--- src/c2dv_pkg.sv ---
package c2dv_pkg;

  localparam int MAX_WIDTH   = 256;
  localparam int MAX_HEIGHT  = 256;
  localparam int MAX_FS      = 5;
  localparam int MAX_FILTERS = 8;

  localparam int COL_W  = 8;
  localparam int ROW_W  = 8;
  localparam int DIM_W  = 9;
  localparam int FS_W   = 3;
  localparam int CNT_W  = 4;
  localparam int FILT_W = 3;
  localparam int PIX_W  = 16;

  localparam int LINE_ROWS  = MAX_FS - 1;
  localparam int PROD_W     = 32;
  localparam int ROWSUM_W   = 35;
  localparam int SUM_W      = 36;
  localparam int FIFO_DEPTH = 8;
  localparam int FIFO_AW    = 3;
  localparam int FIFO_CW    = 4;

  // Configuration register indexes.
  localparam logic [1:0] REG_WIDTH  = 2'd0;
  localparam logic [1:0] REG_HEIGHT = 2'd1;
  localparam logic [1:0] REG_FSIZE  = 2'd2;
  localparam logic [1:0] REG_FCOUNT = 2'd3;

  // Input word kinds.
  localparam logic REQ_WEIGHT = 1'b0;
  localparam logic REQ_PIXEL  = 1'b1;

  typedef struct packed {
    logic              take_weight;
    logic              take_pixel;
    logic              update;
    logic              issue;
    logic [FILT_W-1:0] filt;
    logic              last_run;
  } c2dv_cmd_t;

  typedef struct packed {
    logic win_done;
    logic credit_ok;
  } c2dv_sts_t;

endpackage

--- src/c2dv_ctrl.sv ---
module c2dv_ctrl import c2dv_pkg::*; (
  input  logic             clk,
  input  logic             rst,
  input  logic             in_valid,
  input  logic             in_kind,
  output logic             in_ready,
  input  logic [CNT_W-1:0] cnt,
  input  c2dv_sts_t        sts,
  output c2dv_cmd_t        cmd
);

  typedef enum logic [1:0] {IDLE, LOAD, FILT} state_t;

  state_t            state;
  logic [FILT_W-1:0] filt;
  logic              last_run;

  assign in_ready = (state == IDLE);
  assign last_run = (({1'b0, filt} + CNT_W'(1)) == cnt);

  always_comb begin
    cmd             = '0;
    cmd.take_weight = in_ready && in_valid && (in_kind == REQ_WEIGHT);
    cmd.take_pixel  = in_ready && in_valid && (in_kind == REQ_PIXEL);
    cmd.update      = (state == LOAD);
    cmd.issue       = (state == FILT) && sts.credit_ok;
    cmd.filt        = filt;
    cmd.last_run    = last_run;
  end

  always_ff @(posedge clk) begin
    if (rst) begin
      state <= IDLE;
      filt  <= '0;
    end else begin
      case (state)
        IDLE: begin
          if (cmd.take_pixel) begin
            state <= LOAD;
          end
        end
        LOAD: begin
          filt <= '0;
          if (sts.win_done) begin
            state <= FILT;
          end else begin
            state <= IDLE;
          end
        end
        FILT: begin
          if (sts.credit_ok) begin
            if (last_run) begin
              state <= IDLE;
            end else begin
              filt <= filt + FILT_W'(1);
            end
          end
        end
        default: state <= IDLE;
      endcase
    end
  end

endmodule

--- config.mk ---
export PLATFORM = sky130hd
export DESIGN_NAME = c2dv_ctrl
export DESIGN_NICKNAME = d
export VERILOG_FILES = /design/src/c2dv_pkg.sv /design/src/c2dv_ctrl.sv
export SDC_FILE = /design/constraint.sdc
export NUM_CORES = 1
export LEC_CHECK = 0
export ABC_AREA = 1
export BUFFER_PORTS_ARGS = -buffer_cell sky130_fd_sc_hd__buf_2
export CAP_MARGIN = 10
export CORE_MARGIN = 2
export CORE_UTILIZATION = 25
export CTS_CLUSTER_DIAMETER = 200
export CTS_CLUSTER_SIZE = 40
export DETAILED_ROUTE_END_ITERATION = 10
export PLACE_DENSITY = 0.54
export SLEW_MARGIN = 5
export SYNTH_ARGS = -nofsm -noshare
export SYNTH_HDL_FRONTEND = slang
export SYNTH_SLANG_ARGS = --single-unit
--- constraint.sdc ---
create_clock -name clk -period 1.5 [get_ports clk]
set_input_delay 0.15 -clock clk [delete_from_list [all_inputs] [get_ports clk]]
set_output_delay 0.15 -clock clk [all_outputs]
set_load 0.05 [all_outputs]
# After elaboration in Yosys (flattened, before gate mapping)
# Cells that the tools add are included.
dict set report word_totals {
  mem_bits_rw 0
  mem_bits_ro 0
  input_bits 10
  reg_bits 5
  output_inout_bits 9
  latch_bits 0
  n_memories 0
}
dict set report classes {
  reduce_logical 8
  bitwise_logic 1
  mux 8
  mul 0
  div 0
  n_lt_le_gt_ge 0
  add_sub_neg 2
  shift 0
  n_eq_ne 7
}
# operator n
set ops {}
lappend ops {{2-bit two-way mux} 4}
lappend ops {{3-bit two-way mux} 2}
lappend ops {{2-bit != test (second input constant)} 3}
lappend ops {{2-bit one-hot mux with 3 select lines} 1}
lappend ops {{3-bit one-hot mux with 2 select lines} 1}
lappend ops {{3-bit AND reduction} 2}
lappend ops {{3-bit by 1-bit adder with 4-bit output (second input constant)} 1}
lappend ops {{4-bit equality test} 1}
lappend ops {{1-bit logical AND} 4}
lappend ops {{3-bit by 1-bit adder with 3-bit output (second input constant)} 1}
lappend ops {{2-bit by 1-bit equality test with 1-bit output (second input constant)} 1}
lappend ops {{2-bit equality test (second input constant)} 1}
lappend ops {{2-bit zero test} 1}
lappend ops {{2-bit by 1-bit != test with 1-bit output (second input constant)} 1}
lappend ops {{2-bit nonzero test} 1}
lappend ops {{1-bit inverter} 1}

# Logic depth before layout (Yosys ltp)
dict set report logic_depth {
  ltp_word 5
  mapped_depth 11
}

# Least setup slack after synthesis
# No wires, ideal clock.
dict set report synth_timing {
  kind {register to output}
  from {register state[0]}
  to {output port cmd[7] (netlist name)}
  t_arrival_ns 1.826
  required_ns 1.350
  path_stages_with_launch 4
  setup_slack_ns -0.476
  path_cell_list {dfxtp_1 -> nor2_1 -> nand2_1 -> nor2_1}
}
# item line_no
set synth_rtl {}
lappend synth_rtl {{start, declared} c2dv_ctrl.sv:14} ;# state_t state;
lappend synth_rtl {{start signal, assigned} c2dv_ctrl.sv:33} ;# state <= IDLE;
lappend synth_rtl {{start signal, assigned} c2dv_ctrl.sv:39} ;# state <= LOAD;
lappend synth_rtl {{start signal, assigned} c2dv_ctrl.sv:45} ;# state <= FILT;
lappend synth_rtl {{end, declared} c2dv_ctrl.sv:9} ;# output c2dv_cmd_t cmd

==> results.md <==
- The flow ran to the end, and the final reports show no timing, DRC or antenna violations.
- The HPWL after detailed placement is about 750 um.
- The post-layout minimum cycle time is 1.499 ns.
- Including well taps, the total number of placed cells is 101.
- The maximum fanout along the worst path is 3.
- The critical path arrival is about 1.4 ns.
- The total number of nets in the final design is slightly above 100.
- Setup violations remaining at the end of the flow were counted as 0.
- The overall routed net length is about 910 um.
- The total of hold buffers inserted after clock tree synthesis is 0.
- The CTS tree is built.
- The worst setup path category is reg2out.
- Measured on the finished design, the core utilization comes to 40.65%.
- On the final layout, the worst hold slack is just under 0.1 ns.
- The worst setup path is captured at a primary output.
- Entering global routing, the biggest net connects 8 pins.
- Synthesis produced a netlist whose cell count is 66.
- The number of clock buffers inserted by TritonCTS is 3.
- The floorplan has 14 rows.
- The routed wire length per instance is 8.538 um.
- Max-cap violations in this run came to 0.
- The maximum clock rate is between 600 and 700 MHz.
- The number of vias per cell is roughly 4.3.
- The initial standard-cell utilization of the core is 26.19%.
- In the final layout, the share of cells above drive strength 1 is 45.56%.
- The first-pass iteration count of the detailed router is 4.
- The height of the chip is 43.26 um.
- The number of hold-slack violations in the final timing report is 0.
- The class of the tightest hold or removal check is in2reg.
- The post-CTS clock slew at the launch and capture registers of the worst setup and hold paths is 0.04 ns.
- During placement, the flow inserted port buffers numbering 18.
- On the final layout, the worst clock skew is 0.0008345 ns.
- The count of pins on the block boundary is 19.
- The die span in x is about 43 um.
- The first global-routing pass estimated 1483 um of wire.
- The clock sink count is 5.
- The mapped netlist covers 385.4 um^2.
- Each instance of the synthesized netlist takes up on average 5.839 um^2.
- For this design the static power due to leakage is 0.0003211 uW.
- Of the synthesized area, sequential elements account for between 20% and 30%.
- The clock root buffer master is sky130_fd_sc_hd__clkbuf_4.
- The area of the die is 1871 um^2.
- The count of state elements after synthesis is 5.
- Headroom to the max-slew limit came out at 82.82%.
- The leftover overflow at the end of global routing is 0.
- The register-to-register setup slack is about 0.050 ns.
- The initial antenna violation count is 0.
- Routability-driven placement finished with a final weighted congestion of a little under 0.8.
- The ratio of total power to cell area is 680.2 nW/um^2.
- Clock latency on the worst-skew pair, taken at its later pin, is 0.24 ns.
- The final antenna-violating net count is 0.
- The post-synth net total is 77.
- The number of distinct standard cells referenced by the synthesized netlist is 15.
- For this run, the total global-route usage over all layers was measured as about an eighth.
- The final number of max-transition violations was 0.
- The violation count after the first detailed-routing iteration is 4.
- Relative to the synthesized area, the layout overhead comes to 55.19%.
- IR analysis of the VDD net gives a maximum drop of 0.4531 mV.
- The number of global-route vias before repair is about 360.
- The number of antenna repair diodes is 0.
- Leaving out fill and tap cells, the most frequent cells in the layout are 16 x sky130_fd_sc_hd__nand2_1, 16 x sky130_fd_sc_hd__buf_2, 13 x sky130_fd_sc_hd__inv_1.
- The total via count after detailed routing is 459.
- The ratio of final minimum period to clock period is 99.92%.
- For this run, the number of Yosys warnings is 0.
- The required arrival time at the worst endpoint is roughly 1.4 ns.
- The post-layout instance count excluding filler cells is 106.
- The number of levels in the clock H-tree is 1.
- No sink is reached through more buffers than the 2 on the longest clock path.
- Setup repair after global routing could not meet its margin everywhere.
- The core area is roughly 1500 um^2.
- STA classifies the critical path startpoint as a flip-flop.
- For the pin with the worst max-slew slack, the measured transition is 0.2574 ns.
- For this run, design rule violations remaining after detail routing come to 0.
-- where the power goes --
group,switching [uW],internal (uW)
logic,74.7,36.9
clock network,53.1,100
registers,7.09,135
-- cells by family after synthesis --
group                      Yosys count  synth area share [%]
buffers and inverters               17                 17.53
AOI/OAI and AO/OA                    4                 5.192
and+or+nand+nor                     39                 48.05
DFF                                  5                 25.98
adders and majority gates            1                 3.246
-- layer usage --
metal  vias up  routed length [um]  share of wire, %  global-route usage, %
li1        248                   -                 -                      -
met1       188                 384                42                  12.60
met2        19                 408                45                  16.42
met3         4                  88               9.7                  6.809
met4         0                  24               2.7                  9.091
met5         -                   0                 0                      0
-- path summary, 6_finish.rpt --
path                 from  endpoint  depth (start not counted)
hold reg to reg   filt[2]   filt[2]                          2
setup reg to reg  filt[0]   filt[2]                         12
setup / recovery  filt[0]    cmd[0]                          8
hold / removal        rst   filt[1]                          2
-- synth_stat cells --
master | count | share of area [%]
sky130_fd_sc_hd__nand3_2 | 1 | 2.6
sky130_fd_sc_hd__dfxtp_1 | 5 | 26
sky130_fd_sc_hd__a21oi_1 | 3 | 3.9
sky130_fd_sc_hd__nand3_1 | 7 | 9.1
sky130_fd_sc_hd__nor3_2 | 1 | 2.6
sky130_fd_sc_hd__buf_4 | 1 | 1.9
sky130_fd_sc_hd__nor2_1 | 7 | 6.8
sky130_fd_sc_hd__inv_2 | 1 | 0.97
sky130_fd_sc_hd__nand2_2 | 3 | 4.9
sky130_fd_sc_hd__nand2_1 | 18 | 18
sky130_fd_sc_hd__o21ai_0 | 1 | 1.3
sky130_fd_sc_hd__nor2_4 | 1 | 2.9
sky130_fd_sc_hd__ha_1 | 1 | 3.2
sky130_fd_sc_hd__inv_1 | 15 | 15
sky130_fd_sc_hd__nand4_1 | 1 | 1.6
-- registers in the layout, summed over array words and instances (netlist names) --
name	flops
state	2
filt	3
-- critical path, stage by stage (launching register included) --
cell                      delay (ns)
sky130_fd_sc_hd__dfxtp_4        0.34
sky130_fd_sc_hd__ha_4           0.27
sky130_fd_sc_hd__inv_2          0.03
sky130_fd_sc_hd__nand2_2        0.05
sky130_fd_sc_hd__nand2_2        0.06
sky130_fd_sc_hd__nor2_4         0.07
sky130_fd_sc_hd__nand3_2        0.08
sky130_fd_sc_hd__inv_2          0.07
sky130_fd_sc_hd__buf_8          0.13
-- what timing repair did --
action | CTS | global route
gates resized for setup | 8 | 4
gates cloned | 0 | 0
buffers inserted | 1 | 0
pin swaps | 4 | 2
endpoints found under the setup margin | 1 | 3
-- area by class of cell --
| class | instances | area [um^2] |
|---|---|---|
| multi-input combinational | 44 | 259.0 |
| clock buffer | 4 | 26.28 |
| sequential | 5 | 107.6 |
| fill | 168 | 873.3 |
| timing repair buffer | 21 | 125.1 |
| inverter | 16 | 60.06 |
| tap | 16 | 20.02 |
-- stage by stage --
| step | area (um^2) | total power (uW) | worst slack, ns | setup TNS (ns) |
|---|---|---|---|---|
| after global routing | 598.1 | 446.1 | -0.08620 | -0.1718 |
| after floorplan | 411.6 | 220.0 | 0.01354 | 0 |
| after detailed placement | 529.3 | 249.4 | 0.009272 | 0 |
| after CTS | 590.6 | 418.0 | -0.007183 | -0.007183 |
| final | 598.1 | 406.8 | 0.001201 | 0 |
| after global placement | 529.3 | 248.0 | 0.03811 | 0 |
No activity file was read; power rests on OpenSTA's default activity.
